File: config.mk
export PLATFORM = sky130hd
export DESIGN_NAME = aabb_layer_collision_scan
export DESIGN_NICKNAME = d
export VERILOG_FILES = /design/src/rtl/alcs_pkg.sv /design/src/rtl/alcs_ram.sv /design/src/rtl/aabb_layer_collision_scan.sv
export SDC_FILE = /design/constraint.sdc
export NUM_CORES = 2
export LEC_CHECK = 0
export BUFFER_PORTS_ARGS = -buffer_cell sky130_fd_sc_hd__buf_2
export CAP_MARGIN = 20
export CORE_MARGIN = 1
export CORE_UTILIZATION = 60
export CTS_CLUSTER_SIZE = 12
export DETAILED_ROUTE_END_ITERATION = 10
export HOLD_SLACK_MARGIN = 0.03
export PLACE_DENSITY = 0.83
export SLEW_MARGIN = 15
export SYNTH_ARGS = -nofsm -noshare
export SYNTH_HDL_FRONTEND = slang
export SYNTH_SLANG_ARGS = --single-unit
File: constraint.sdc
create_clock -name clk -period 29.3 [get_ports clk]
set_input_delay 5.86 -clock clk [delete_from_list [all_inputs] [get_ports clk]]
set_output_delay 5.86 -clock clk [all_outputs]
set_load 0.1 [all_outputs]
File: src/rtl/alcs_pkg.sv
package alcs_pkg;

  // fixed widths of the item and result words
  localparam int IN_COORD_W = 20;
  localparam int IN_LAYER_W = 4;
  localparam int IN_SLOT_W  = 4;
  localparam int OUT_SLOT_W = 4;
  localparam int OUT_MASK_W = 16;

  // item function codes
  localparam logic FUNC_WRITE = 1'b0;
  localparam logic FUNC_TICK  = 1'b1;

  // scan sequencer states
  typedef enum logic [3:0] {
    ST_IDLE = 4'b0001,
    ST_SRC  = 4'b0010,
    ST_LOAD = 4'b0100,
    ST_SCAN = 4'b1000
  } state_t;

endpackage

File: src/rtl/alcs_ram.sv
module alcs_ram #(
  parameter int WIDTH = 80,
  parameter int DEPTH = 16
) (
  input  logic                     clk,
  input  logic                     we,
  input  logic [$clog2(DEPTH)-1:0] waddr,
  input  logic [WIDTH-1:0]         wdata,
  input  logic [$clog2(DEPTH)-1:0] raddr,
  output logic [WIDTH-1:0]         rdata
);

  logic [WIDTH-1:0] mem [DEPTH];

  always_ff @(posedge clk) begin
    if (we) begin
      mem[waddr] <= wdata;
    end
    rdata <= mem[raddr];
  end

endmodule

File: src/rtl/aabb_layer_collision_scan.sv
// a write word takes effect at the accept edge and gives no result
// a tick word gives one result row per source slot, slot 0 first; the rows
// are paced by the single edge ram read port and the one shared overlap
// comparator, busy stays high throughout
// results are strobed for one cycle on hit_valid; the receiver cannot stall
// reset (rst, synchronous) clears the sequencer and every slot's flags
module aabb_layer_collision_scan
  import alcs_pkg::*;
#(
  parameter int NUM_SLOTS  = 16,
  parameter int COORD_BITS = 20,
  parameter int LAYER_BITS = 4
) (
  input  logic                         clk,
  input  logic                         rst,
  input  logic                         start,
  output logic                         busy,
  input  logic                         func,
  input  logic [IN_SLOT_W-1:0]         slot,
  input  logic signed [IN_COORD_W-1:0] box_left,
  input  logic signed [IN_COORD_W-1:0] box_top,
  input  logic signed [IN_COORD_W-1:0] box_right,
  input  logic signed [IN_COORD_W-1:0] box_bottom,
  input  logic                         entry_enabled,
  input  logic [IN_LAYER_W-1:0]        source_layer,
  input  logic [IN_LAYER_W-1:0]        target_layer,
  input  logic                         wants_notice,
  output logic                         hit_valid,
  output logic [OUT_SLOT_W-1:0]        src_slot,
  output logic [OUT_MASK_W-1:0]        hit_mask,
  output logic                         last
);

  localparam int SW    = (NUM_SLOTS > 1) ? $clog2(NUM_SLOTS) : 1;
  // one bit above both index widths so that NUM_SLOTS itself fits
  localparam int IDX_W = ((SW > IN_SLOT_W) ? SW : IN_SLOT_W) + 1;
  localparam int EDGE_W = 4 * COORD_BITS;

  // edge ram word layout: left, top, right, bottom from msb down
  localparam int L_LO = 3 * COORD_BITS;
  localparam int T_LO = 2 * COORD_BITS;
  localparam int R_LO = COORD_BITS;

  // per slot flags, cleared by reset
  logic                  en_q     [NUM_SLOTS];
  logic [LAYER_BITS-1:0] src_ly_q [NUM_SLOTS];
  logic [LAYER_BITS-1:0] tgt_ly_q [NUM_SLOTS];
  logic                  ntf_q    [NUM_SLOTS];

  state_t state, state_next;

  logic          accept;
  logic          wr_item;
  logic          tick_item;
  logic [IDX_W-1:0] slot_wide;
  logic          slot_ok;
  logic [SW-1:0] wr_addr;
  logic [EDGE_W-1:0] wr_data;

  logic [SW-1:0]   s_idx;      // current source slot
  logic [SW:0]     d_idx;      // next destination read address
  logic [SW-1:0]   cmp_idx;    // destination whose edges are on rd_data
  logic            cmp_vld;
  logic [SW-1:0]   rd_addr;
  logic [EDGE_W-1:0] rd_data;

  // latched source box
  logic signed [COORD_BITS-1:0] s_left, s_top, s_right, s_bottom;
  logic                  s_active;
  logic [LAYER_BITS-1:0] s_tgt;

  logic signed [COORD_BITS-1:0] d_left, d_top, d_right, d_bottom;
  logic                 overlap;
  logic                 hit;
  logic [NUM_SLOTS-1:0] mask, mask_next;
  logic                 scan_end;

  assign accept    = start && !busy;
  assign wr_item   = accept && (func == FUNC_WRITE);
  assign tick_item = accept && (func == FUNC_TICK);
  assign busy      = (state != ST_IDLE);

  // writes beyond the table are dropped
  assign slot_wide = IDX_W'(slot);
  assign slot_ok   = (slot_wide < IDX_W'(NUM_SLOTS));
  assign wr_addr   = slot_wide[SW-1:0];
  assign wr_data   = {COORD_BITS'(box_left), COORD_BITS'(box_top),
                      COORD_BITS'(box_right), COORD_BITS'(box_bottom)};

  alcs_ram #(
    .WIDTH (EDGE_W),
    .DEPTH (NUM_SLOTS)
  ) u_edges (
    .clk   (clk),
    .we    (wr_item && slot_ok),
    .waddr (wr_addr),
    .wdata (wr_data),
    .raddr (rd_addr),
    .rdata (rd_data)
  );

  // source read in ST_SRC, destinations streamed from ST_LOAD on
  always_comb begin
    rd_addr = s_idx;
    if (state == ST_LOAD) begin
      rd_addr = '0;
    end else if (state == ST_SCAN) begin
      rd_addr = d_idx[SW-1:0];
    end
  end

  // shared overlap comparator, strict signed edges
  assign d_left   = rd_data[L_LO +: COORD_BITS];
  assign d_top    = rd_data[T_LO +: COORD_BITS];
  assign d_right  = rd_data[R_LO +: COORD_BITS];
  assign d_bottom = rd_data[0 +: COORD_BITS];

  assign overlap = (s_left < d_right) && (s_right > d_left) &&
                   (s_top < d_bottom) && (s_bottom > d_top);

  // a source never reports itself; only notifying boxes on the target layer
  assign hit = cmp_vld && s_active && (cmp_idx != s_idx) && en_q[cmp_idx] &&
               (src_ly_q[cmp_idx] == s_tgt) && ntf_q[cmp_idx] && overlap;

  always_comb begin
    mask_next = mask;
    if (hit) begin
      mask_next[cmp_idx] = 1'b1;
    end
  end

  assign scan_end = (state == ST_SCAN) && (d_idx == (SW + 1)'(NUM_SLOTS));

  always_comb begin
    state_next = state;
    unique case (state)
      ST_IDLE: begin
        if (tick_item) state_next = ST_SRC;
      end
      ST_SRC:  state_next = ST_LOAD;
      ST_LOAD: state_next = ST_SCAN;
      ST_SCAN: begin
        if (scan_end) begin
          state_next = (s_idx == SW'(NUM_SLOTS - 1)) ? ST_IDLE : ST_SRC;
        end
      end
      default: state_next = ST_IDLE;
    endcase
  end

  // sequencer and result strobe
  always_ff @(posedge clk) begin
    if (rst) begin
      state     <= ST_IDLE;
      s_idx     <= '0;
      d_idx     <= '0;
      cmp_vld   <= 1'b0;
      hit_valid <= 1'b0;
    end else begin
      state     <= state_next;
      hit_valid <= scan_end;
      unique case (state)
        ST_IDLE: begin
          s_idx   <= '0;
          cmp_vld <= 1'b0;
        end
        ST_SRC: begin
          cmp_vld <= 1'b0;
        end
        ST_LOAD: begin
          cmp_vld <= 1'b1;
          d_idx   <= (SW + 1)'(1);
        end
        ST_SCAN: begin
          if (scan_end) begin
            cmp_vld <= 1'b0;
            s_idx   <= s_idx + 1'b1;
          end else begin
            d_idx <= d_idx + 1'b1;
          end
        end
        default: begin
          cmp_vld <= 1'b0;
        end
      endcase
    end
  end

  // payload: source latch, destination pointer, mask and result word
  always_ff @(posedge clk) begin
    if (state == ST_LOAD) begin
      s_left   <= rd_data[L_LO +: COORD_BITS];
      s_top    <= rd_data[T_LO +: COORD_BITS];
      s_right  <= rd_data[R_LO +: COORD_BITS];
      s_bottom <= rd_data[0 +: COORD_BITS];
      s_active <= en_q[s_idx] && (tgt_ly_q[s_idx] != '0);
      s_tgt    <= tgt_ly_q[s_idx];
      cmp_idx  <= '0;
      mask     <= '0;
    end else if (state == ST_SCAN) begin
      mask <= mask_next;
      if (!scan_end) begin
        cmp_idx <= d_idx[SW-1:0];
      end
    end
    if (scan_end) begin
      src_slot <= OUT_SLOT_W'(s_idx);
      hit_mask <= OUT_MASK_W'(mask_next);
      last     <= (s_idx == SW'(NUM_SLOTS - 1));
    end
  end

  // slot flags
  always_ff @(posedge clk) begin
    if (rst) begin
      for (int i = 0; i < NUM_SLOTS; i++) begin
        en_q[i]     <= 1'b0;
        src_ly_q[i] <= '0;
        tgt_ly_q[i] <= '0;
        ntf_q[i]    <= 1'b0;
      end
    end else if (wr_item && slot_ok) begin
      en_q[wr_addr]     <= entry_enabled;
      src_ly_q[wr_addr] <= LAYER_BITS'(source_layer);
      tgt_ly_q[wr_addr] <= LAYER_BITS'(target_layer);
      ntf_q[wr_addr]    <= wants_notice;
    end
  end

endmodule

Word-level counts from Yosys, hierarchy flattened
Memory sizes are Yosys's and may differ from the RTL's. A register that Yosys moved wholly into a read port is not among the register bits.
Index checks and enable logic that the tools add are counted.
Storage, ports and cells
  RAM bits: 1440
  memories kept: 5
  flip-flop bits (word level): 141
Memories
  u_edges.mem: words 16, bits a word 80, read ports 1, clocked after memory_dff 1, write ports 1, RTL line alcs_ram.sv:13  | logic [WIDTH-1:0] mem [DEPTH];
  src_ly_q: words 16, bits a word 4, read ports 1, clocked after memory_dff 1, write ports 16, RTL line aabb_layer_collision_scan.sv:46  | logic [LAYER_BITS-1:0] src_ly_q [NUM_SLOTS];
  tgt_ly_q: words 16, bits a word 4, read ports 1, clocked after memory_dff 1, write ports 16, RTL line aabb_layer_collision_scan.sv:47  | logic [LAYER_BITS-1:0] tgt_ly_q [NUM_SLOTS];
  en_q: words 16, bits a word 1, read ports 2, clocked after memory_dff 2, write ports 16, RTL line aabb_layer_collision_scan.sv:45  | logic en_q [NUM_SLOTS];
  ntf_q: words 16, bits a word 1, read ports 1, clocked after memory_dff 1, write ports 16, RTL line aabb_layer_collision_scan.sv:48  | logic ntf_q [NUM_SLOTS];
Operators by class
  reductions and logical operators: 28
  muxes and demuxes: 43
  eq/ne operators: 12
  bitwise gates (word level): 3
  $lt $le $gt $ge: 7
  add/sub/neg operators: 2
Operators by type and width (count)
  2-to-1 mux 4 bit: 21
  greater-than comparator 20 bit: 2
  < comparator 20 bit: 2
  logical AND 1 bit: 16
  2-to-1 mux 16 bit: 1
  bitwise OR 16 bit: 1
  one-hot mux 4 bit (4 select lines): 1
  2-to-1 mux 1 bit: 14
  < comparator 4 x 5 -> 1 bit, second input constant: 2
  one-hot mux 5 bit (2 select lines): 1
  == test 4 bit, second input constant: 2
  one-hot mux 4 bit (2 select lines): 1
  AND reduction 2 bit: 4
  OR reduction 4 bit: 2
  inequality test 2 bit, second input constant: 3
  adder 5 x 1 -> 5 bit, second input constant: 1
  == test 5 bit, second input constant: 1
  2-to-1 mux 5 bit: 1
  adder 4 x 1 -> 4 bit, second input constant: 1
  demux 1 bit (select 4 bit): 1
  == test 4 x 1 -> 1 bit, second input constant: 1
  == test 4 x 2 -> 1 bit, second input constant: 1
  == test 4 x 3 -> 1 bit, second input constant: 1
  == test 4 bit: 1
  other kinds (10): 13

Longest topological paths before layout
  word-level depth: 10
  depth in mapped cells: 12

Cells and area by module
A second synthesis with hierarchy kept.
Unflattened totals
  cell total of the unflattened synthesis: 3148
  area total of the unflattened synthesis: 63896.3 um^2
By module, submodules not included
  alcs_ram: sequential area each 40038.4 um^2, area an instance 49422.4 um^2, cells each 2054, times used 1
  aabb_layer_collision_scan: sequential area each 8848.5 um^2, area an instance 14473.9 um^2, cells each 1094, times used 1

Least setup slack after synthesis
Ideal clock, no wire load.
  kind: input to register
  start: input port func
  end: memory en_q[1], enable pin
  path buffers: 1
  library setup time: 0.327 ns
  path slack: 16.022 ns
  stages: 5
  data arrival time: 12.951 ns
  cell sequence: nand3b_2 or3b_1 clkbuf_1 nor3_1 or2_2
RTL lines
  from (decl): RTL line aabb_layer_collision_scan.sv:18  | input logic func,
  to (decl): RTL line aabb_layer_collision_scan.sv:45

==> results.md <==
* Pin count of the biggest net entering global routing at 185
* Root Driver: clkbuf_16
* CP startpoint kind: input port
* Worst Setup End Kind: register
* Synth warnings at 0
* Slew Viols, Final at 0
* Final net count at 4,996
* Initial antenna violation count at 18
* Share of the synthesized area in the top cell type at 0.697
* Core area at 109,000 µm²
* Post-Synthesis Net Count at 4,980
* Vias in the first global route at 41,237
* Yosys reg bits at 1,669
* Cells along the critical path: buf_2 > nand3b_2 > or2_1 > nor2_4 > buf_4 > or2_2
* Setup slack, reg-to-reg at 24.08 ns
* Ports at 121
* Gate Count Post-Synth at 4,801
* Most frequent cells in the layout: edfxtp_1, nand2_1, nand3_1
* Min Tclk post-route at 8.59 ns
* Chip height at 335 µm
* RSZ-0062 raised after global routing: false
* Mapped Avg Cell Area at 13.9 µm²
* Area of the die at 112,000 µm²
* Final Util at 0.670
* Critical path class: in -> reg
* H-tree levels at 4
* Drt first-iter violations at 5,919
* TritonRoute pass-1 iters at 7
* ANT nets after route at 0
* CP max FO at 57
* Cell Rows at 121
* Post-synth top area cell: edfxtp_1
* Period Utilization, post-route at 0.293
* Initial Util at 0.609
* Postcts setup bufs at 0
* Max Clock Freq at 0.116 GHz
* Slew @ Worst Pin at 1.16 ns
* Grt ovf at 0
* Finished Layout Cells at 6,423
* # hold bufs at CTS at 0
* Crit path DAT at 9.03 ns
* Status: completed
* Total of max-cap violations at 0
* WHS at 0.431 ns
* CP peak stage delay at 0.96 ns
* # clock sinks at 1,669
* CTS buffer count at 164
* Tot GR Track Use at 0.293
* Residual DRC count at 0
* Final hold violations at 0
* Setup TNS at 0 ns
* First-pass GRT wire length at 248,000 µm
* WL/cell at 25.7 µm
* Worst EP required at 29.74 ns
* TritonCTS clock tree: done
* Share of cells above drive strength 1 at 0.0939
* Synth Flop Type: edfxtp_1
* Worst-Skew Late Latency at 0.78 ns
* Commonest non-fill, non-tap cell in the layout: edfxtp_1
* Via-to-Cell Ratio at 6.55
* Cts repair resizes at 0
* Final setup violation count at 0
* Lkg Pwr at 0.0251 µW
* Worst-path clk slew at 0.06 ns
* Top post-synthesis cells by area: edfxtp_1, nand2_1, dfxtp_1
* Vias at 42,067
* Syn-to-layout area delta at 10.0%
* Buffers added on ports at 120
* Peak supply drop at 0.0633 mV
* # placed instances at 6,124
* Unique masters post-synth at 82
* Cell Area, Synth at 66,600 µm²
* Clock skew at 0.0287 ns
* Total length of routed wires at 165,000 µm
* GPL Wtd Cong at 0.876
* Seq/Total Area, Yosys at 0.734
* Worst relative slew slack at 0.230
* Async SR Flop Fraction at 0
* Post-synth EDFFs at 1,546
* CTS Buffer Depth at 3
* Post-DP HPWL at 88,700 µm
* Die width at 335 µm
* Pwr dens at 64.2 nW/µm²
* Min-Delay Path Class: reg -> reg
* Slowest-stage cell, CP: buf_4
-- sequential cells by signal, indices dropped and copies added (netlist names), 5 cells and up, named ones only --
name           cells
s_right           20
s_left            20
ntf_q             16
d_idx              5
hit_mask          16
u_edges.rdata     80
mask              16
s_bottom          20
tgt_ly_q          64
src_ly_q          64
s_top             20
u_edges.mem     1280
en_q              16
-- final cells by class --
class	instances	area, µm²
diodes	5	12.5
well taps	1476	1850
flip-flops and latches	1669	48900
clock inverters	23	214
inverters	96	375
fillers	6908	36100
multi-input cells	2708	16100
clock buffers	268	4690
repair buffers	178	1160
-- cells in the mapped netlist, types with 7 or more instances --
master / count
xor2_1: 13
or2_2: 12
edfxtp_1: 1546
a31oi_1: 81
buf_1: 14
dfxtp_1: 123
nand2b_1: 18
nor2_1: 52
nand4_1: 15
ha_1: 81
inv_1: 95
and3_1: 162
clkbuf_1: 220
nand3_1: 346
buf_2: 84
a311oi_1: 243
mux4_2: 34
o21ai_1: 8
a21o_1: 7
a211oi_1: 164
nand2_1: 1026
a21oi_1: 116
nor3_1: 24
mux2i_1: 14
o21ai_0: 22
and2_1: 164
a41o_1: 13
-- metal layers --
metal  vias up  track usage  share of wire
li1      18126            -              -
met1     20593        0.390           0.36
met2      2895        0.476           0.49
met3       443       0.0500           0.11
met4        10        0.130          0.037
met5         -            0        0.00036
-- critical path, delay by kind of cell --
family,cells,cell delay (ns)
buffers and inverters,2,1.06
and+or+nand+nor,4,2.05
-- power by group --
group	internal, µW	total, µW	leakage, µW	switching, µW
Sequential	2630	2640	0.0151	15.8
Combinational	25.9	110	0.00766	84.4
Clock	1100	1950	0.00235	854
-- worst paths after layout --
kind                                   from                       endpoint  cells after the start
setup reg to reg      state[1]$_SDFFE_PP0P_      u_edges.rdata[59]$_DFF_P_                     10
hold / removal    u_edges.rdata[36]$_DFF_P_          s_right[16]$_DFFE_PP_                      0
setup / recovery                       func  src_ly_q[11][0]$_SDFFCE_PN0P_                      6
hold reg to reg   u_edges.rdata[36]$_DFF_P_          s_right[16]$_DFFE_PP_                      0
-- through the flow --
| stage | power, µW | instance area, µm² | setup slack (ns) |
|---|---|---|---|
| floorplan | 2740 | 66600 | 16.02 |
| finish | 4710 | 73300 | 20.71 |
| global placement | 2800 | 68300 | 20.01 |
| global route | 4810 | 73300 | 20.64 |
| detailed placement | 2800 | 68300 | 19.92 |
| CTS | 4720 | 73200 | 20.72 |
-- kinds of logic (layout without fill, tap and decap cells) --
kind of cell,after synthesis,in the layout,synth area share
xor+xnor,17,17,0.00223
compound gates,690,690,0.0769
buf+inv,424,565,0.0265
simple gates,1859,1859,0.128
flops,1669,1669,0.734
other cells,0,5,0
mux,61,61,0.0170
fa+ha+maj,81,81,0.0152
Power figures use the tool's default switching activity.
